File: config.mk
export PLATFORM = sky130hd
export DESIGN_NAME = pdb_ctrl
export DESIGN_NICKNAME = d
export VERILOG_FILES = /design/src/hw/rtl/pdb_pkg.sv /design/src/hw/rtl/pdb_ctrl.sv
export SDC_FILE = /design/constraint.sdc
export NUM_CORES = 1
export LEC_CHECK = 0
export ABC_CLOCK_PERIOD_IN_PS = 1600
export BUFFER_PORTS_ARGS = -buffer_cell sky130_fd_sc_hd__buf_4
export CORE_AREA = 2 2 39 41
export CTS_BUF_LIST = sky130_fd_sc_hd__clkbuf_16
export DETAILED_ROUTE_END_ITERATION = 8
export DIE_AREA = 0 0 41 43
export GPL_TIMING_DRIVEN = 0
export HOLD_SLACK_MARGIN = 0.12
export MAX_ROUTING_LAYER = met4
export SLEW_MARGIN = 10
export SYNTH_ARGS = -nofsm -noshare
export SYNTH_HDL_FRONTEND = slang
export SYNTH_SLANG_ARGS = --single-unit
File: constraint.sdc
create_clock -name clk_i -period 1.6 [get_ports clk_i]
set_input_delay 0.16 -clock clk_i [delete_from_list [all_inputs] [get_ports clk_i]]
set_output_delay 0.16 -clock clk_i [all_outputs]
set_load 0.005 [all_outputs]
File: src/hw/rtl/pdb_pkg.sv
`default_nettype none
// ----------------------------------------------------------------------------
// pdb_pkg
// Shared types and codes of the per-endpoint dispatch batcher.
// ----------------------------------------------------------------------------
package pdb_pkg;

  localparam int TOKEN_W   = 64;
  localparam int EP_W      = 6;
  localparam int LIMIT_W   = 7;
  localparam int CORES_W   = 7;
  localparam int CFG_IDX_W = 2;
  localparam int CFG_DAT_W = 7;
  localparam int TICKET_W  = TOKEN_W + EP_W;

  // Configuration register indexes.
  localparam logic [CFG_IDX_W-1:0] REG_FABRIC_ENABLE  = 2'd0;
  localparam logic [CFG_IDX_W-1:0] REG_OBSERVE_ONLY   = 2'd1;
  localparam logic [CFG_IDX_W-1:0] REG_INGRESS_ENABLE = 2'd2;
  localparam logic [CFG_IDX_W-1:0] REG_CORE_COUNT     = 2'd3;

  localparam logic [CORES_W-1:0] CORE_COUNT_RESET = 7'd16;

  typedef enum logic {
    MODE_ENQUEUE = 1'b0,
    MODE_COLLECT = 1'b1
  } mode_e;

  typedef enum logic [1:0] {
    KIND_ENQ_ANSWER = 2'd0,
    KIND_DISPATCH   = 2'd1,
    KIND_EMPTY      = 2'd2
  } result_kind_e;

  typedef enum logic [1:0] {
    ST_IDLE,
    ST_SCAN,
    ST_DONE
  } state_e;

  // Commands from the controller to the datapath.
  typedef struct packed {
    logic enq;        // enqueue transaction accepted this cycle
    logic col_start;  // collect transaction accepted this cycle
    logic scan;       // process the ticket at the read port
    logic finish;     // deliver the closing result of a collect
  } pdb_cmd_t;

  // Status from the datapath to the controller.
  typedef struct packed {
    logic col_open;   // a collect would scan at least one ticket
    logic scan_more;  // the scan goes on after the current ticket
  } pdb_stat_t;

endpackage
`default_nettype wire

File: src/hw/rtl/pdb_ctrl.sv
`default_nettype none
// ----------------------------------------------------------------------------
// pdb_ctrl
// Sequencer of the dispatch batcher: accepts transactions and steps a scan.
// ----------------------------------------------------------------------------
module pdb_ctrl import pdb_pkg::*; (
  input  wire logic      clk_i,
  input  wire logic      rst_ni,
  input  wire logic      start,
  input  wire logic      mode_i,
  input  wire pdb_stat_t stat_i,
  output logic           busy,
  output pdb_cmd_t       cmd_o
);

  state_e state_q, state_d;
  logic   accept;

  assign accept = start && (state_q == ST_IDLE);

  always_comb begin
    state_d = state_q;
    case (state_q)
      ST_IDLE: begin
        if (accept && (mode_i == MODE_COLLECT)) begin
          state_d = stat_i.col_open ? ST_SCAN : ST_DONE;
        end
      end
      ST_SCAN: begin
        if (!stat_i.scan_more) begin
          state_d = ST_DONE;
        end
      end
      ST_DONE: state_d = ST_IDLE;
      default: state_d = ST_IDLE;
    endcase
  end

  always_comb begin
    busy            = (state_q != ST_IDLE);
    cmd_o.enq       = accept && (mode_i == MODE_ENQUEUE);
    cmd_o.col_start = accept && (mode_i == MODE_COLLECT);
    cmd_o.scan      = (state_q == ST_SCAN);
    cmd_o.finish    = (state_q == ST_DONE);
  end

  always_ff @(posedge clk_i or negedge rst_ni) begin
    if (!rst_ni) begin
      state_q <= ST_IDLE;
    end else begin
      state_q <= state_d;
    end
  end

endmodule
`default_nettype wire

## After elaboration in Yosys (flattened, before gate mapping)

Index checks and enable logic that the tools add are counted.
W data, S select, Z words.

- Equal/unequal tests: 4
- Bitwise logic cells: 1
- Shift operators: 0
- Reduce and logical (&&, ||, !) cells: 6
- $mul: 0
- $add $sub $neg: 0
- Order comparisons: 0
- Div/mod/pow operators: 0
- Mux-type cells: 4

Operators with widths:

| kind | count |
|---|---|
| $mux W2 | 3 |
| $ne A2 B2 Y1 const B | 2 |
| $pmux W2 S2 | 1 |
| $logic_and A1 B1 Y1 | 3 |
| $eq A2 B1 Y1 const B | 1 |
| $eq A2 B2 Y1 const B | 1 |
| $logic_not A2 Y1 | 1 |
| $reduce_and A2 Y1 | 1 |
| $reduce_bool A2 Y1 | 1 |
| $not A1 Y1 | 1 |

- Bits in latches: 0
- Input bits: 6
- Bits in registers: 2
- RAM bits: 0
- Bits in read-only memories: 0
- Memories: 0

## Longest topological paths before layout

Gate-level depths: netlist of run 1.

- Word-level depth: 5
- Gate-level depth with buffers: 2
- Gate-level depth less buffers: 2

## Worst setup path before layout of run 1

OpenSTA, ideal clock, no wires.

- Path type: flip-flop to output port
- From: register state_q[0]
- To: output port cmd_o[3] (netlist name)
- Cell stages (with the launch flop): 3
- Arrival: 0.832 ns
- Slack: 0.608 ns
- Data required time: 1.440 ns
- Path through: dfrtp_1 or2_4 nor3b_2

RTL lines:

| item | RTL line | RTL |
|---|---|---|
| from (decl) | pdb_ctrl.sv:16 | `state_e state_q, state_d;` |
| from (signal assigned) | pdb_ctrl.sv:51 | `state_q <= state_d;` |
| to (decl) | pdb_ctrl.sv:13 | `output pdb_cmd_t cmd_o` |

==> results of run 1 <==
==> how the worst max path moves through the flow <==
stage | cells past startpoint | slack (ns) | from | to
3_3_place_gp | 3 | 0.47 | state_q[0]$_DFFE_PN0P_ | cmd_o[3]
2_1_floorplan | 2 | 0.61 | state_q[0]$_DFFE_PN0P_ | cmd_o[3]
4_1_cts | 3 | 0.23 | state_q[0]$_DFFE_PN0P_ | cmd_o[3]
5_1_grt | 3 | 0.20 | state_q[0]$_DFFE_PN0P_ | cmd_o[3]
6_report | 3 | 0.25 | state_q[0]$_DFFE_PN0P_ | cmd_o[3]
3_5_place_dp | 3 | 0.46 | state_q[0]$_DFFE_PN0P_ | cmd_o[3]
==> placed cells by master, fill, tap and decap left out <==
cell	instances
sky130_fd_sc_hd__nor2_1	1
sky130_fd_sc_hd__clkbuf_16	3
sky130_fd_sc_hd__buf_4	10
sky130_fd_sc_hd__nand4b_1	1
sky130_fd_sc_hd__nor2b_1	1
sky130_fd_sc_hd__dfrtp_1	2
sky130_fd_sc_hd__a21oi_1	2
sky130_fd_sc_hd__nand2_1	2
sky130_fd_sc_hd__and2b_1	1
sky130_fd_sc_hd__nor3b_2	1
sky130_fd_sc_hd__nand2b_1	1
sky130_fd_sc_hd__nand4bb_1	1
sky130_fd_sc_hd__or2_4	1
sky130_fd_sc_hd__dlygate4sd3_1	1
==> cell type report <==
| cell class | instances | area [sq um] | area share (%) |
|---|---|---|---|
| clock buffers | 3 | 75.1 | 24.0 |
| multi-input cells | 12 | 82.6 | 26.4 |
| flip-flops and latches | 2 | 50.0 | 16.0 |
| well taps | 16 | 20.0 | 6.40 |
| repair buffers | 11 | 85.1 | 27.2 |
==> kinds of logic after synthesis <==
kind of cell	Yosys count	share of synthesized area, %
simple gates	10	54.7
flops	2	37.7
compound gates	2	7.55
==> worst max-delay path, cell delays in order, from the launching register on <==
cell                      delay [ns]
sky130_fd_sc_hd__dfrtp_1        0.42
sky130_fd_sc_hd__or2_4          0.28
sky130_fd_sc_hd__nor3b_2        0.15
sky130_fd_sc_hd__buf_4          0.13
==> power by group <==
group | switching [mW] | total [mW] | internal, mW
combinational | 0.0180 | 0.0555 | 0.0374
sequential | 0.00633 | 0.0618 | 0.0554
clock | 0.0529 | 0.370 | 0.318
total | 0.0773 | 0.488 | 0.410
==> layer usage <==
metal / up-vias / track usage (%) / routed length, microns
li1: 77 / - / -
met1: 70 / 3.18 / 109
met2: 6 / 6.56 / 193
met3: 0 / 3.14 / 35
met4: 0 / 6.00 / 0
met5: - / - / 0
==> stage by stage <==
stage               hold WS [ns]  cells  util (%)  power [mW]  cell area, sq um
finish                     0.209     44      22.6       0.488               313
global route               0.207     44      22.6       0.509               313
CTS                        0.205     44      22.6       0.497               313
detailed placement       -0.0559     40      16.5       0.117               228
global placement         -0.0573     40      16.5       0.116               228
floorplan                 -0.136     14         -      0.0835               133
==> run_results.csv, run 1 <==
group,metric,value,unit
synthesis,register_area_share_after_synthesis,37.7,%
critical_path,reg2reg_slack,0.77,ns
synthesis,synth.top_cells.by_count,"sky130_fd_sc_hd__a21oi_1 (2), sky130_fd_sc_hd__dfrtp_1 (2), sky130_fd_sc_hd__nand2_1 (2)",
sta,final-max-slew-violation-count,0,
clock_network,cts_setup_buffers,0,
global_route,grt_antenna_before_repair,0,
clock_network,cts_root_buf,"sky130_fd_sc_hd__clkbuf_16",
sta,hold_violation_total_from_the_final_report,0,
synthesis,post-synth-top-area-cell,"sky130_fd_sc_hd__dfrtp_1",
cells_and_area,synthToLayoutAreaGrowth,136,%
drt,drt_iter0_drc,1,
drt,dr_total_vias,153,
cells_and_area,finalNetCount,36,
sta,clock.fmax,740,MHz
drt,first_pass_iters,4,
synthesis,async_s_r_ff_share_synth,100,%
clock_network,cts.reportedPaths.clkPinSlew,0.03,ns
synthesis,count_of_state_elements_after_synthesis,2,
cells_and_area,largest_register,"state_q",
floorplan,boundaryPins,11,
cells_and_area,filler_cell_count,157,
floorplan,fp.dieArea,1760,sq um
sta,tns,0,ns
cells_and_area,largest_reg_flops,2,
drt,ant_nets,0,
run_status,run_status,"finished clean",
floorplan,coreArea,1380,sq um
critical_path,worstRegToRegCells,2,
clock_network,tritoncts.num_buffers,3,
hold_path,hold_path_class,"input port to flip-flop",
global_route,largest_net_degree_at_the_start_of_global_routing,8,
drt,totalWireLength,338,microns
floorplan,initial_core_util,9.58,%
global_route,groute.usage.overall,4.72,%
floorplan,die_height,43,microns
power,irDropWorstVdd,300,uV
global_route,via_count_of_the_first_global_routing_pass,137,
synthesis,netlist_area,133,sq um
critical_path,critical_path_arrival,1.19,ns
place,gpl.final_weighted_congestion,0.506,
critical_path,critical_path.reg2reg.endpoint,"state_q[1]$_DFFE_PN0P_",
cells_and_area,largest_registers,"state_q (2)",
floorplan,die_width,41,microns
sta,min_period,1.35,ns
sta,report.final.setup_viol,0,
critical_path,crit_path_max_fanout,7,
cells_and_area,drive_above_1_share,53.6,%
synthesis,post_synth_num_cell_types,11,
drt,drcViolationCount,0,
critical_path,crit_path_start_kind,"flip-flop",
clock_network,hold_fix_buffers_cts,1,
synthesis,synth_top_cell_area_share,37.7,%
global_route,grt_first_pass_wirelength,483,microns
synthesis,postSynthAreaPerCell,9.47,sq um
synthesis,synthTopCellsByArea,"sky130_fd_sc_hd__dfrtp_1 (38%), sky130_fd_sc_hd__nor3b_2 (9.4%), sky130_fd_sc_hd__nand4bb_1 (8.5%)",
synthesis,synth_enable_flop_cells,0,
synthesis,synthFlopType,"sky130_fd_sc_hd__dfrtp_1",
critical_path,r2r_start,"state_q[0]$_DFFE_PN0P_",
synthesis,syn-instance-count,14,
sta,slew-limit-headroom,88.4,%
job,cap_violations,0,
critical_path,cp-end-kind,"output port",
synthesis,mappedNetlistNets,20,
clock_network,postCtsResizedCells,0,
place,port_buffers,10,
hold_path,hold-path-cell-count,3,
critical_path,critPathKind,"flip-flop to output port",
power,power.density_cell_area,1560,nW/um^2
sta,final.setup_skew,0.00226,ns
hold_path,min_delay_worst_endpoint,"state_q[0]$_DFFE_PN0P_",
floorplan,num_rows,14,
clock_network,clock_tree_from_tritoncts,"yes",
sta,setup_ws,0.249,ns
sta,rsz0062_at_grt,"no",
clock_network,clkLatencyLatePin,0.22,ns
drt,wl_per_cell,7.68,microns
cells_and_area,insertedDiodeCount,0,
clock_network,htree_num_levels,1,
place,dp_worst_setup_slack,0.465,ns
clock_network,numClockSinks,2,
hold_path,min_delay_startpoint,"stat_i[0]",
sta,min_period_over_period,84.5,%
critical_path,crit_required,1.44,ns
global_route,gr-total-overflow,0,
clock_network,cts-root-to-sink-buffers,2,
power,power.static_leakage,0.149,nW
synthesis,synthesis.yosys.warnings,0,
drt,routed_via_density,3.48,
sta,max_slew.worst_pin.slew,0.174,ns
Power figures use the tool's default switching activity.
==> inputs of run 2 (changes only) <==
Settings changed: ABC_CLOCK_PERIOD_IN_PS 1600 to 1140.
Clock period 1.6 ns to 1.14 ns, I/O delays scaled along.
==> run_results.csv, run 2 (same netlist as run 1, synthesis figures left out) <==
group,metric,value,unit
run_status,run_status,"finished with violations",
run_status,failed_checks,"setup timing",
sta,min_period,1.24,ns
floorplan,fp.dieArea,1760,sq um
global_route,grt_use_met2,8.13,%
global_route,grt_first_pass_wirelength,558,microns
cells_and_area,final_cell_area,347,sq um
cells_and_area,post-route-util,25.0,%
cells_and_area,drive_above_1_share,59.4,%
critical_path,r2r_start,"state_q[0]$_DFFE_PN0P_",
global_route,grtUsageMet1,3.51,%
sta,rsz0062_at_grt,"yes",
place,postPlaceCellArea,228,sq um
floorplan,num_rows,14,
global_route,via_count_of_the_first_global_routing_pass,158,
job,cap_violations,0,
power,power.internal,593,uW
cells_and_area,most-common-layout-cells,"sky130_fd_sc_hd__buf_4 (13), sky130_fd_sc_hd__clkbuf_16 (3), sky130_fd_sc_hd__nand2_1 (2), sky130_fd_sc_hd__a21oi_1 (2), sky130_fd_sc_hd__dfrtp_1 (2)",
sta,min_period_over_period,109,%
clock_network,cts_root_buf,"sky130_fd_sc_hd__clkbuf_16",
critical_path,worstPathBufferInverterCount,1,
power,finalPower,710,uW
drt,first_pass_iters,3,
drt,dr_total_vias,172,
global_route,grt.busiest_layer,"met2",
critical_path,crit_path_max_fanout,3,
hold_path,hold_path_class,"input port to flip-flop",
sta,report.final.setup_viol,2,
place,port_buffers,10,
global_route,grt_util_met3,3.14,%
sta,clock.fmax,806,MHz
sta,final-max-slew-violation-count,0,
power,irDropWorstVdd,467,uV
cells_and_area,layout.cells.non_filler,48,
drt,routed_via_density,3.58,
cells_and_area,layout.cells.most_common,"sky130_fd_sc_hd__buf_4",
critical_path,worstRegToRegCells,4,
cells_and_area,largest_register,"state_q",
power,power.share.clock,73.7,%
cells_and_area,insertedDiodeCount,0,
sta,final.setup_skew,0.00359,ns
clock_network,cts.reportedPaths.clkPinSlew,0.03,ns
critical_path,reg2reg_slack,0.13,ns
floorplan,die_width,41,microns
critical_path,critPathKind,"flip-flop to output port",
power,switchingPower,117,uW
clock_network,numClockSinks,2,
critical_path,critical_path.reg2reg.endpoint,"state_q[1]$_DFFE_PN0P_",
power,sw_frac_of_total,16.5,%
power,p_comb_share,14.7,%
sta,setup_ws,-0.101,ns
global_route,grt_antenna_before_repair,0,
critical_path,crit_required,1.03,ns
drt,drt_iter0_drc,1,
global_route,gr-total-overflow,0,
floorplan,die_height,43,microns
critical_path,cp-end-kind,"output port",
power,p_seq_share,11.6,%
global_route,groute.usage.overall,5.34,%
clock_network,htree_num_levels,1,
critical_path,crit_path_start_kind,"flip-flop",
clock_network,clock_tree_from_tritoncts,"yes",
cells_and_area,finalNetCount,40,
clock_network,tritoncts.num_buffers,3,
drt,wl_per_cell,8.52,microns
place,dp_worst_setup_slack,0.0508,ns
drt,totalWireLength,409,microns
drt,ant_nets,0,
sta,worst_case_hold_slack,0.161,ns
place,dpl.cell_count,40,
cells_and_area,filler_cell_count,156,
floorplan,boundaryPins,11,
drt,drcViolationCount,0,
critical_path,path_depth,3,
cells_and_area,synthToLayoutAreaGrowth,161,%
critical_path,critPathTopFamily,"simple AND/OR/NAND/NOR gates",
critical_path,critical_path_arrival,1.13,ns
clock_network,cts-root-to-sink-buffers,2,
critical_path,critical_path.slowest_cell,"sky130_fd_sc_hd__dfrtp_1",
clock_network,clkLatencyLatePin,0.22,ns
place,gpl.final_weighted_congestion,0.506,
critical_path,crit_path_end,"cmd_o[3]",
critical_path,worstPathCellList,"or2_4, nor3b_2, buf_4",
floorplan,coreArea,1380,sq um
sta,hold_violation_total_from_the_final_report,0,
cells_and_area,largest_registers,"state_q (2)",
floorplan,initial_core_util,9.58,%
sta,tns,-0.141,ns
sta,max_slew.worst_pin.slew,0.116,ns
global_route,largest_net_degree_at_the_start_of_global_routing,7,
critical_path,startpoint_of_the_most_critical_setup_path,"state_q[0]$_DFFE_PN0P_",
power,power.static_leakage,0.171,nW
sta,slew-limit-headroom,92.2,%
critical_path,worst_path_largest_cell_delay,0.39,ns
cells_and_area,largest_reg_flops,2,
power,power.density_cell_area,2050,nW/um^2
==> run 2: cell types whose count changed in the layout (fill, tap and decap cells not counted) <==
cell	change
sky130_fd_sc_hd__buf_4	+3
sky130_fd_sc_hd__buf_6	+1
==> run 2: layout make-up <==
cell class	count	area, sq um	share of cell area [%]
timing repair buffer	15	119	34.3
tap	16	20.0	5.78
clock buffer	3	75.1	21.7
sequential	2	50.0	14.4
multi-input combinational	12	82.6	23.8
==> run 2: layer usage <==
| layer | part of all wire (%) | wire [microns] | up-vias |
|---|---|---|---|
| li1 | - | - | 85 |
| met1 | 31 | 127 | 81 |
| met2 | 60 | 246 | 6 |
| met3 | 8.6 | 35 | 0 |
| met4 | 0 | 0 | 0 |
| met5 | 0 | 0 | - |
==> run 2: worst min path at each step <==
| stage | start | end | slack (ns) | cells after the start |
|---|---|---|---|---|
| after floorplan | rst_ni | state_q[0]$_DFFE_PN0P_ | -0.18 | 0 |
| after global placement | rst_ni | state_q[0]$_DFFE_PN0P_ | -0.10 | 1 |
| after detailed placement | rst_ni | state_q[0]$_DFFE_PN0P_ | -0.10 | 1 |
| after CTS | stat_i[0] | state_q[0]$_DFFE_PN0P_ | 0.15 | 3 |
| after global routing | stat_i[0] | state_q[0]$_DFFE_PN0P_ | 0.16 | 3 |
| final | stat_i[0] | state_q[0]$_DFFE_PN0P_ | 0.16 | 3 |
==> run 2: power groups by stage <==
stage | logic (mW) | clock network, mW | registers, mW
floorplan | 0.0325 | 0 | 0.0847
global placement | 0.0760 | 0 | 0.0872
detailed placement | 0.0763 | 0 | 0.0877
CTS | 0.0966 | 0.532 | 0.0824
global route | 0.113 | 0.544 | 0.0831
finish | 0.104 | 0.524 | 0.0822
==> run 2: repair_timing <==
item	4_1_cts	5_1_grt
buffers inserted	2	2
hold buffers	1	0
gates resized for setup	1	0
hold endpoints to repair	2	0
pin swaps	1	0
setup endpoints to repair	3	3
==> run 2: tightest hold or removal path, stage by stage <==
cell and delay [ns]:
sky130_fd_sc_hd__buf_4 0.11, sky130_fd_sc_hd__nand2_1 0.05, sky130_fd_sc_hd__a21oi_1 0.06
