[src/hw/rtl/pdb_pkg.sv]
`default_nettype none
// ----------------------------------------------------------------------------
// pdb_pkg
// Shared types and codes of the per-endpoint dispatch batcher.
// ----------------------------------------------------------------------------
package pdb_pkg;

  localparam int TOKEN_W   = 64;
  localparam int EP_W      = 6;
  localparam int LIMIT_W   = 7;
  localparam int CORES_W   = 7;
  localparam int CFG_IDX_W = 2;
  localparam int CFG_DAT_W = 7;
  localparam int TICKET_W  = TOKEN_W + EP_W;

  // Configuration register indexes.
  localparam logic [CFG_IDX_W-1:0] REG_FABRIC_ENABLE  = 2'd0;
  localparam logic [CFG_IDX_W-1:0] REG_OBSERVE_ONLY   = 2'd1;
  localparam logic [CFG_IDX_W-1:0] REG_INGRESS_ENABLE = 2'd2;
  localparam logic [CFG_IDX_W-1:0] REG_CORE_COUNT     = 2'd3;

  localparam logic [CORES_W-1:0] CORE_COUNT_RESET = 7'd16;

  typedef enum logic {
    MODE_ENQUEUE = 1'b0,
    MODE_COLLECT = 1'b1
  } mode_e;

  typedef enum logic [1:0] {
    KIND_ENQ_ANSWER = 2'd0,
    KIND_DISPATCH   = 2'd1,
    KIND_EMPTY      = 2'd2
  } result_kind_e;

  typedef enum logic [1:0] {
    ST_IDLE,
    ST_SCAN,
    ST_DONE
  } state_e;

  // Commands from the controller to the datapath.
  typedef struct packed {
    logic enq;        // enqueue transaction accepted this cycle
    logic col_start;  // collect transaction accepted this cycle
    logic scan;       // process the ticket at the read port
    logic finish;     // deliver the closing result of a collect
  } pdb_cmd_t;

  // Status from the datapath to the controller.
  typedef struct packed {
    logic col_open;   // a collect would scan at least one ticket
    logic scan_more;  // the scan goes on after the current ticket
  } pdb_stat_t;

endpackage
`default_nettype wire

[src/hw/rtl/pdb_ram.sv]
`default_nettype none
// ----------------------------------------------------------------------------
// pdb_ram
// Generic single-write, single-read RAM with a registered read port.
// ----------------------------------------------------------------------------
module pdb_ram #(
  parameter int WIDTH = 8,
  parameter int DEPTH = 16
) (
  input  wire logic                     clk_i,
  input  wire logic                     we_i,
  input  wire logic [$clog2(DEPTH)-1:0] waddr_i,
  input  wire logic [WIDTH-1:0]         wdata_i,
  input  wire logic [$clog2(DEPTH)-1:0] raddr_i,
  output logic      [WIDTH-1:0]         rdata_o
);

  logic [WIDTH-1:0] mem_q [DEPTH];

  always_ff @(posedge clk_i) begin
    if (we_i) begin
      mem_q[waddr_i] <= wdata_i;
    end
    rdata_o <= mem_q[raddr_i];
  end

endmodule
`default_nettype wire

[src/hw/rtl/pdb_datapath.sv]
`default_nettype none
// ----------------------------------------------------------------------------
// pdb_datapath
// Ticket ring, configuration registers, scan bookkeeping and result registers.
// ----------------------------------------------------------------------------
module pdb_datapath import pdb_pkg::*; #(
  parameter int QUEUE_DEPTH = 64,
  parameter int MAX_CORES   = 64
) (
  input  wire logic                 clk_i,
  input  wire logic                 rst_ni,
  input  wire logic                 cfg_we_i,
  input  wire logic [CFG_IDX_W-1:0] cfg_index_i,
  input  wire logic [CFG_DAT_W-1:0] cfg_wdata_i,
  input  wire logic [TOKEN_W-1:0]   ticket_token_i,
  input  wire logic [EP_W-1:0]      target_endpoint_i,
  input  wire logic [LIMIT_W-1:0]   batch_limit_i,
  input  wire pdb_cmd_t             cmd_i,
  output pdb_stat_t                 stat_o,
  output logic                      res_strobe_o,
  output result_kind_e              result_kind_o,
  output logic                      accepted_o,
  output logic      [TOKEN_W-1:0]   out_token_o,
  output logic      [EP_W-1:0]      out_endpoint_o,
  output logic                      last_o
);

  localparam int PTR_W  = $clog2(QUEUE_DEPTH);
  localparam int CNT_W  = $clog2(QUEUE_DEPTH + 1);
  localparam int SEEN_W = (MAX_CORES > 1) ? $clog2(MAX_CORES) : 1;

  // Configuration.
  logic               fabric_en_q, observe_q, ingress_q;
  logic [CORES_W-1:0] core_count_q;
  logic [CORES_W-1:0] cores;
  logic               path_open;

  // Ring state and scan bookkeeping.
  logic [PTR_W-1:0]   head_q, head_d, tail_q, tail_d;
  logic [CNT_W-1:0]   count_q, count_d, remain_q, remain_d;
  logic [LIMIT_W-1:0] budget_q, budget_d, emit_cnt_q, emit_cnt_d;
  logic [MAX_CORES-1:0] seen_q, seen_d;
  logic               pend_vld_q, pend_vld_d;
  logic [TOKEN_W-1:0] pend_tok_q, pend_tok_d;
  logic [EP_W-1:0]    pend_ep_q, pend_ep_d;

  // Result registers.
  logic               strobe_q, strobe_d;
  result_kind_e       kind_q, kind_d;
  logic               acc_q, acc_d, last_q, last_d;
  logic [TOKEN_W-1:0] tok_q, tok_d;
  logic [EP_W-1:0]    ep_q, ep_d;

  // Memory port signals.
  logic                ram_we;
  logic [TICKET_W-1:0] ram_wdata, ram_rdata;
  logic [TOKEN_W-1:0]  t_tok;
  logic [EP_W-1:0]     t_ep;

  logic enq_ok, stale, hit, emit, rotate;
  logic [LIMIT_W-1:0] n_new;
  logic [CNT_W-1:0]   remain_new;

  always_comb begin
    if (core_count_q == '0) begin
      cores = CORES_W'(1);
    end else if (core_count_q > CORES_W'(MAX_CORES)) begin
      cores = CORES_W'(MAX_CORES);
    end else begin
      cores = core_count_q;
    end
  end

  assign path_open = fabric_en_q && !observe_q && ingress_q;

  assign enq_ok = path_open && (ticket_token_i != '0) &&
                  ({1'b0, target_endpoint_i} < cores) &&
                  (count_q != CNT_W'(QUEUE_DEPTH));

  assign {t_ep, t_tok} = ram_rdata;

  // A ticket whose endpoint is no longer a valid core bypasses the seen check.
  assign stale      = ({1'b0, t_ep} >= cores);
  assign hit        = !stale && seen_q[t_ep[SEEN_W-1:0]];
  assign rotate     = hit;
  assign emit       = !hit;
  assign n_new      = emit_cnt_q + LIMIT_W'(emit);
  assign remain_new = remain_q - 1'b1;

  assign stat_o.col_open  = path_open && (batch_limit_i != '0) && (count_q != '0);
  assign stat_o.scan_more = (remain_new != '0) && (n_new < budget_q);

  always_comb begin
    head_d     = head_q;
    tail_d     = tail_q;
    count_d    = count_q;
    remain_d   = remain_q;
    budget_d   = budget_q;
    emit_cnt_d = emit_cnt_q;
    seen_d     = seen_q;
    pend_vld_d = pend_vld_q;
    pend_tok_d = pend_tok_q;
    pend_ep_d  = pend_ep_q;
    strobe_d   = 1'b0;
    kind_d     = KIND_ENQ_ANSWER;
    acc_d      = 1'b0;
    tok_d      = '0;
    ep_d       = '0;
    last_d     = 1'b0;
    ram_we     = 1'b0;
    ram_wdata  = ram_rdata;

    if (cmd_i.enq) begin
      strobe_d = 1'b1;
      acc_d    = enq_ok;
      last_d   = 1'b1;
      if (enq_ok) begin
        ram_we    = 1'b1;
        ram_wdata = {target_endpoint_i, ticket_token_i};
        tail_d    = (tail_q == PTR_W'(QUEUE_DEPTH - 1)) ? '0 : tail_q + 1'b1;
        count_d   = count_q + 1'b1;
      end
    end

    if (cmd_i.col_start) begin
      seen_d     = '0;
      emit_cnt_d = '0;
      remain_d   = count_q;
      budget_d   = (batch_limit_i < cores) ? batch_limit_i : cores;
      pend_vld_d = 1'b0;
    end

    if (cmd_i.scan) begin
      head_d     = (head_q == PTR_W'(QUEUE_DEPTH - 1)) ? '0 : head_q + 1'b1;
      remain_d   = remain_new;
      emit_cnt_d = n_new;
      count_d    = count_q - 1'b1 + CNT_W'(rotate);
      if (rotate) begin
        ram_we = 1'b1;
        tail_d = (tail_q == PTR_W'(QUEUE_DEPTH - 1)) ? '0 : tail_q + 1'b1;
      end
      if (emit) begin
        if (!stale) begin
          seen_d[t_ep[SEEN_W-1:0]] = 1'b1;
        end
        // One emitted ticket is held back so that the final one can carry last.
        if (pend_vld_q) begin
          strobe_d = 1'b1;
          kind_d   = KIND_DISPATCH;
          tok_d    = pend_tok_q;
          ep_d     = pend_ep_q;
        end
        pend_vld_d = 1'b1;
        pend_tok_d = t_tok;
        pend_ep_d  = t_ep;
      end
    end

    if (cmd_i.finish) begin
      strobe_d   = 1'b1;
      last_d     = 1'b1;
      pend_vld_d = 1'b0;
      if (pend_vld_q) begin
        kind_d = KIND_DISPATCH;
        tok_d  = pend_tok_q;
        ep_d   = pend_ep_q;
      end else begin
        kind_d = KIND_EMPTY;
      end
    end
  end

  always_ff @(posedge clk_i or negedge rst_ni) begin
    if (!rst_ni) begin
      fabric_en_q  <= 1'b1;
      observe_q    <= 1'b0;
      ingress_q    <= 1'b1;
      core_count_q <= CORE_COUNT_RESET;
      head_q       <= '0;
      tail_q       <= '0;
      count_q      <= '0;
      remain_q     <= '0;
      budget_q     <= '0;
      emit_cnt_q   <= '0;
      seen_q       <= '0;
      pend_vld_q   <= 1'b0;
      strobe_q     <= 1'b0;
    end else begin
      if (cfg_we_i) begin
        case (cfg_index_i)
          REG_FABRIC_ENABLE:  fabric_en_q  <= cfg_wdata_i[0];
          REG_OBSERVE_ONLY:   observe_q    <= cfg_wdata_i[0];
          REG_INGRESS_ENABLE: ingress_q    <= cfg_wdata_i[0];
          REG_CORE_COUNT:     core_count_q <= cfg_wdata_i;
          default: ;
        endcase
      end
      head_q     <= head_d;
      tail_q     <= tail_d;
      count_q    <= count_d;
      remain_q   <= remain_d;
      budget_q   <= budget_d;
      emit_cnt_q <= emit_cnt_d;
      seen_q     <= seen_d;
      pend_vld_q <= pend_vld_d;
      strobe_q   <= strobe_d;
    end
  end

  always_ff @(posedge clk_i) begin
    pend_tok_q <= pend_tok_d;
    pend_ep_q  <= pend_ep_d;
    kind_q     <= kind_d;
    acc_q      <= acc_d;
    tok_q      <= tok_d;
    ep_q       <= ep_d;
    last_q     <= last_d;
  end

  // The read address follows the next head, so the ticket at the head is
  // always waiting at the read port when a scan step needs it.
  pdb_ram #(
    .WIDTH (TICKET_W),
    .DEPTH (QUEUE_DEPTH)
  ) u_ticket_ram (
    .clk_i   (clk_i),
    .we_i    (ram_we),
    .waddr_i (tail_q),
    .wdata_i (ram_wdata),
    .raddr_i (head_d),
    .rdata_o (ram_rdata)
  );

  assign res_strobe_o   = strobe_q;
  assign result_kind_o  = kind_q;
  assign accepted_o     = acc_q;
  assign out_token_o    = tok_q;
  assign out_endpoint_o = ep_q;
  assign last_o         = last_q;

endmodule
`default_nettype wire

[config.mk]
export PLATFORM = sky130hd
export DESIGN_NAME = pdb_datapath
export DESIGN_NICKNAME = d
export VERILOG_FILES = /design/src/hw/rtl/pdb_pkg.sv /design/src/hw/rtl/pdb_ram.sv /design/src/hw/rtl/pdb_datapath.sv
export SDC_FILE = /design/constraint.sdc
export NUM_CORES = 2
export LEC_CHECK = 0
export BUFFER_PORTS_ARGS = -buffer_cell sky130_fd_sc_hd__buf_2
export CORE_MARGIN = 2
export CORE_UTILIZATION = 40
export DETAILED_ROUTE_END_ITERATION = 7
export PLACE_DENSITY_LB_ADDON = 0.2
export SYNTH_ARGS = -nofsm -noshare
export SYNTH_HDL_FRONTEND = slang
export SYNTH_MEMORY_MAX_BITS = 65536
export SYNTH_SLANG_ARGS = --single-unit
[constraint.sdc]
create_clock -name clk_i -period 13.6 [get_ports clk_i]
set_clock_uncertainty 0.05 [all_clocks]
set_input_delay 2.04 -clock clk_i [delete_from_list [all_inputs] [get_ports clk_i]]
set_output_delay 2.04 -clock clk_i [all_outputs]
set_load 0.02 [all_outputs]
* Word level (Yosys, flattened, before mapping)
Memory sizes are Yosys's and may differ from the RTL's. A register that Yosys moved wholly into a read port is not among the register bits. Index checks and enable logic that the tools add are counted.
Storage, ports and cells: register bits after elaboration 260, memory bits (writable) 4480, bits of input ports 93, logic and storage cells 128, memories 1
Memory list:
- u_ticket_ram.mem_q | words 64, bits a word 70, read ports 1, clocked after Yosys merged registers in 1, write ports 1, line pdb_ram.sv:18 | logic [WIDTH-1:0] mem_q [DEPTH];
Operators by class: $add $sub $neg 7, $lt $le $gt $ge 7, eq/ne operators 6, mux-type cells 57, bitwise logic cells 2, reduce and logical (&&, ||, !) cells 28
Operators with widths (count):
- two-way mux 64 bit | 9
- two-way mux 70 bit | 2
- two-way mux 6 bit | 12
- two-way mux 7 bit | 10
- bitwise OR 64 bit | 1
- nonzero test 64 bit | 1
- nonzero test 7 bit | 3
- two-way mux 1 bit | 20
- adder 7 x 1 -> 7 bit | 2
- less-than comparator 7 bit | 2
- subtractor 7 x 1 -> 7 bit, second input constant | 2
- adder 6 x 1 -> 6 bit, second input constant | 2
- == test 6 bit, second input constant | 2
- AND reduction 2 bit | 6
- logical AND 1 bit | 10
- adder 7 x 1 -> 7 bit, second input constant | 1
- greater-or-equal comparator 6 x 7 -> 1 bit | 1
- > comparator 7 bit, second input constant | 1
- zero test 7 bit | 1
- less-than comparator 6 x 7 -> 1 bit | 1
- less-than comparator 6 x 7 -> 1 bit, second input constant | 1
- != test 7 bit, second input constant | 1
- binary-select mux 1 bit (select 6 bit) | 1
- demux 1 bit (select 6 bit) | 1
- other kinds (8) | 14

* Depth between registers and ports, before layout
depth after elaboration 12, gate-level depth with buffers 19

* Cells and area by module
From an unflattened synthesis, not the netlist that was laid out.
Unflattened totals: cells, all modules 8388, area total of the unflattened synthesis 183028.0 µm²
Modules (own cells, without submodules):
- pdb_ram | times used 1, cells each 7411, area an instance 171453.2 µm², seq. area each 135930.4 µm²
- pdb_datapath | times used 1, cells each 977, area an instance 11574.9 µm², seq. area each 6490.0 µm²

* Least setup slack after synthesis
Ideal clock, no wire load.
path kind input to register, from input target_endpoint_i[2], to memory u_ticket_ram.mem_q[46][0] in the netlist's numbering (enable), data arrival time 11.218 ns, path slack 1.637 ns, cell stages on the path 9, cells stage by stage ha_1 -> or3_1 -> or3_1 -> a211oi_2 -> a21oi_1 -> or2_1 -> buf_2 -> buf_4 -> nor4b_1
On the way: word-level cells in the longest chain between the ends 9
Ends and longest elaborated chain:
- start, declared | line pdb_datapath.sv:16 | input wire logic [EP_W-1:0] target_endpoint_i,
- less-than comparator 6 x 7 -> 1 bit (*) | line pdb_datapath.sv:77 | ({1'b0, target_endpoint_i} < cores) &&
- logical AND 1 bit (*) | line pdb_datapath.sv:76 | assign enq_ok = path_open && (ticket_token_i != '0) &&
- logical AND 1 bit (*) | line pdb_datapath.sv:77
- two-way mux 1 bit (*) | line pdb_datapath.sv:117 | if (enq_ok) begin
- two-way mux 1 bit (*) | line pdb_datapath.sv:113 | if (cmd_i.enq) begin
- two-way mux 1 bit | line pdb_datapath.sv:138 | if (rotate) begin
- two-way mux 1 bit (*) | line pdb_datapath.sv:133 | if (cmd_i.scan) begin
- two-way mux 1 bit (*) | line pdb_ram.sv:21 | if (we_i) begin
- two-way mux 1 bit (implied by the code) (*) | line pdb_ram.sv:22 | mem_q[waddr_i] <= wdata_i;
- end, declared | line pdb_ram.sv:18
Mark *: on every way between the ends. The rest lies on a longest branch, timed or not.

==> flow_summary.ini <==
[power_and_ir_drop]
p_leak_uw = 0.0663
vdd_drop_max_mv = 0.452
intPower_uw = 32300
net-switching-power_uw = 18500
p_per_area_nw_per_um2 = 243
sw_frac_of_total_pct = 36.5
pwr-share-clk_pct = 25.6
p_comb_share_pct = 35.7
power_frac_seq_pct = 38.7

[grt]
grt_max_degree = 113
grt_overflow = 0
antenna_found_initial = 48
grt_first_pass_wirelength_um = 770000
grt_usage_pct = 23.7
grt_pass1_vias = 93600

[clock_tree]
cts_hold_buf = 0
cts_resized = 0
cts_root_buf = clkbuf_16
cts_made_buffers = 476
clkTransAtPathRegs_ns = 0.06
htreeDepth = 5
post_cts_buffers = 0
clockBufferDepth = 4
clock_latency_ns = 1.02
clkSinkCount = 4810
cts_tree = done

[placement]
dp_hpwl_um = 317000
gp_congestion = 0.811
dp_slack_ns = 4.68
io_buffers = 169

[status]
run_status = finished clean

[setup_path]
start_kind = flip-flop
worst-path-max-fanout = 29
path_class = reg2out
end_kind = output port
worstPathRequired_ns = 11.51
arrival_ns = 6.17

[synthesis]
syn_nets = 8892
synth-edff-count = 4550
synth-seq-cells = 4810
yosysWarnings = 0
synth_ff_type = edfxtp_1
synth_cell_types = 65
synth-async-reset-ratio_pct = 2.41
ys_seq_area_share_pct = 77.5
ys_top_cells_by_area = edfxtp_1, mux4_2, dfxtp_1, dfrtp_1, nand2_1
synth_top_area_cell = edfxtp_1
syn-cell-area_um2 = 184000
syn_inst = 8765
synth.avg_cell_area_um2 = 21.0
synth_top_area_share_pct = 74.3

[layout]
final_core_util_pct = 45.5
syn2layout_area_growth_pct = 13.5
nNetsFinal = 9309
drive_above_1_share_pct = 25.7

[drt]
dr.pass1.iters = 5
dr.first_iter.drc_count = 13700
ant_nets = 0
drcViolationCount = 0
routed_wl_um = 560000
via_count = 94700
via_per_inst = 6.01
wl_per_cell_um = 35.6

[sta]
layout_setup_ws_ns = 5.34
fin_setup_tns_ns = 0
worstMarginPinSlew_ns = 1.35
relSlewSlack_pct = 9.40
finalCriticalPeriod_ns = 8.26
period_share_pct = 60.7
slew_viol_final = 0
setup_viol = 0
fmax_mhz = 121
rsz0062_at_grt = no
hold_viol = 0

[floorplanning]
start_util_pct = 40.1
fp.dieH_um = 682
fp.dieW_um = 682
ioPinCount = 170
rows = 249
core_area_um2 = 459000
dieArea_um2 = 465000

[min_path]
holdCritPathClass = reg2reg

[flow_run]
maxCapViolCount = 0
==> critical path, cell delays in order (launching register included) <==
cell and delay, ns:
dfxtp_2 0.92, nor2b_1 0.25, a22oi_1 0.24, a21oi_1 0.11, nor4_2 0.79, nand4_1 0.55
ha_1 0.37, ha_1 0.29, ha_1 0.27, a21o_1 0.17, a21o_1 0.17, a21o_1 0.17
a21o_1 0.17, a21o_1 0.18, a221oi_1 0.24, buf_2 0.22
==> synthesized netlist by cell type, types with 4 or more instances <==
cell / n
a211oi_1: 148
a21o_1: 10
a21oi_1: 94
a311oi_1: 72
a31oi_1: 72
a32oi_1: 74
and3_1: 213
buf_1: 82
buf_2: 136
buf_4: 18
buf_6: 4
clkbuf_1: 306
dfrtp_1: 113
dfxtp_1: 144
edfxtp_1: 4550
ha_1: 34
inv_1: 21
mux2_2: 82
mux2i_1: 89
mux4_2: 1127
nand2_1: 610
nand2b_1: 4
nand3_1: 97
nand3b_1: 7
nand4_1: 18
nor2_1: 241
nor2b_1: 12
nor3_1: 48
nor4_1: 32
nor4b_1: 9
o2111ai_1: 69
o21ai_0: 83
o221ai_1: 5
o2bb2ai_1: 62
o31ai_1: 4
or3_1: 6
xnor2_1: 14
xor2_1: 7
==> final cells by class <==
cell class	instances	area, um^2
clock buffers	650	13100
diodes	22	55.1
fillers	38300	250000
inverters	24	113
repair buffers	485	3510
clock inverters	229	2160
multi-input cells	3385	39700
well taps	6149	7690
flip-flops and latches	4810	142000
==> flip-flops by register name (all words and copies together) (netlist names), 2 cells and up <==
name / cells
out_endpoint_o: 6
pend_tok_q: 64
result_kind_o: 2
pend_ep_q: 6
emit_cnt_q: 7
out_token_o: 64
count_q: 7
head_q: 6
budget_q: 7
u_ticket_ram.rdata_o: 70
seen_q: 64
remain_q: 7
core_count_q: 7
u_ticket_ram.mem_q: 4480
tail_q: 6
==> cells in the final DEF (no fill, tap or decap), types with 8 or more instances in the layout <==
| master | n |
|---|---|
| nand2_1 | 608 |
| mux4_2 | 1127 |
| buf_2 | 168 |
| clkbuf_8 | 35 |
| a21oi_1 | 94 |
| mux2i_1 | 89 |
| a31oi_1 | 72 |
| nor2_1 | 238 |
| diode_2 | 22 |
| nand4_1 | 18 |
| edfxtp_1 | 4550 |
| clkbuf_16 | 486 |
| nor4_1 | 16 |
| inv_1 | 20 |
| nor4_2 | 16 |
| mux2_4 | 21 |
| dfxtp_1 | 143 |
| clkinv_1 | 85 |
| o2111ai_1 | 69 |
| mux2_2 | 60 |
| a32oi_1 | 74 |
| o2bb2ai_1 | 62 |
| a211oi_1 | 148 |
| clkinv_16 | 8 |
| a311oi_1 | 72 |
| nor3_2 | 45 |
| nand3_1 | 97 |
| a21o_1 | 10 |
| dfrtp_1 | 111 |
| xnor2_1 | 13 |
| buf_12 | 23 |
| nor2b_1 | 12 |
| buf_4 | 294 |
| ha_1 | 34 |
| clkinv_2 | 83 |
| and3_1 | 213 |
| bufinv_16 | 32 |
| clkbuf_1 | 129 |
| o21ai_0 | 80 |
==> path summary, 6_finish.rpt <==
path                                     startpoint                         end  slack [ns]  cells past startpoint
min in group asynchronous                    rst_ni                  seen_q[61]        0.99                      1
setup / recovery           u_ticket_ram.rdata_o[65]                   stat_o[0]        5.34                     15
hold / removal             u_ticket_ram.rdata_o[63]              pend_tok_q[63]        0.39                      0
max in group asynchronous                    rst_ni                  pend_vld_q       10.88                      3
hold reg to reg            u_ticket_ram.rdata_o[63]              pend_tok_q[63]        0.39                      0
setup reg to reg                    core_count_q[6]  u_ticket_ram.mem_q[45][24]        6.96                     13
==> logic make-up after synthesis <==
group | synth area share [%]
mux | 14.8
xor+xnor | 0.100
flops | 77.5
fa+ha+maj | 0.231
compound gates | 2.84
buf+inv | 1.31
simple gates | 3.26
==> power groups by stage <==
| stage | clock (uW) | combinational [uW] | sequential [uW] |
|---|---|---|---|
| final | 13000 | 18200 | 19700 |
| after global routing | 13700 | 19100 | 19700 |
| after CTS | 13200 | 18300 | 19600 |
| after detailed placement | 0 | 18200 | 19900 |
| after global placement | 0 | 18100 | 19900 |
| after floorplan | 0 | 10700 | 19700 |
==> layer usage <==
metal | GRT usage (%) | part of all wire [%] | vias to the layer above
met4 | 6.54 | 2.9 | 2
met5 | 0 | 0.0023 | -
met1 | 33.9 | 41 | 51900
met2 | 37.6 | 47 | 4735
met3 | 4.10 | 8.8 | 751
li1 | - | - | 37400
==> metrics by stage <==
stage / cell area [um^2] / hold slack, ns / total power, uW / std cells
global placement: 193000 / 0.381 / 38000 / 14900
finish: 209000 / 0.393 / 50800 / 15800
CTS: 209000 / 0.388 / 51100 / 15700
floorplan: 184000 / 0.354 / 30300 / 8765
detailed placement: 193000 / 0.372 / 38200 / 14900
global route: 209000 / 0.404 / 52500 / 15700
Power figures use the tool's default switching activity.
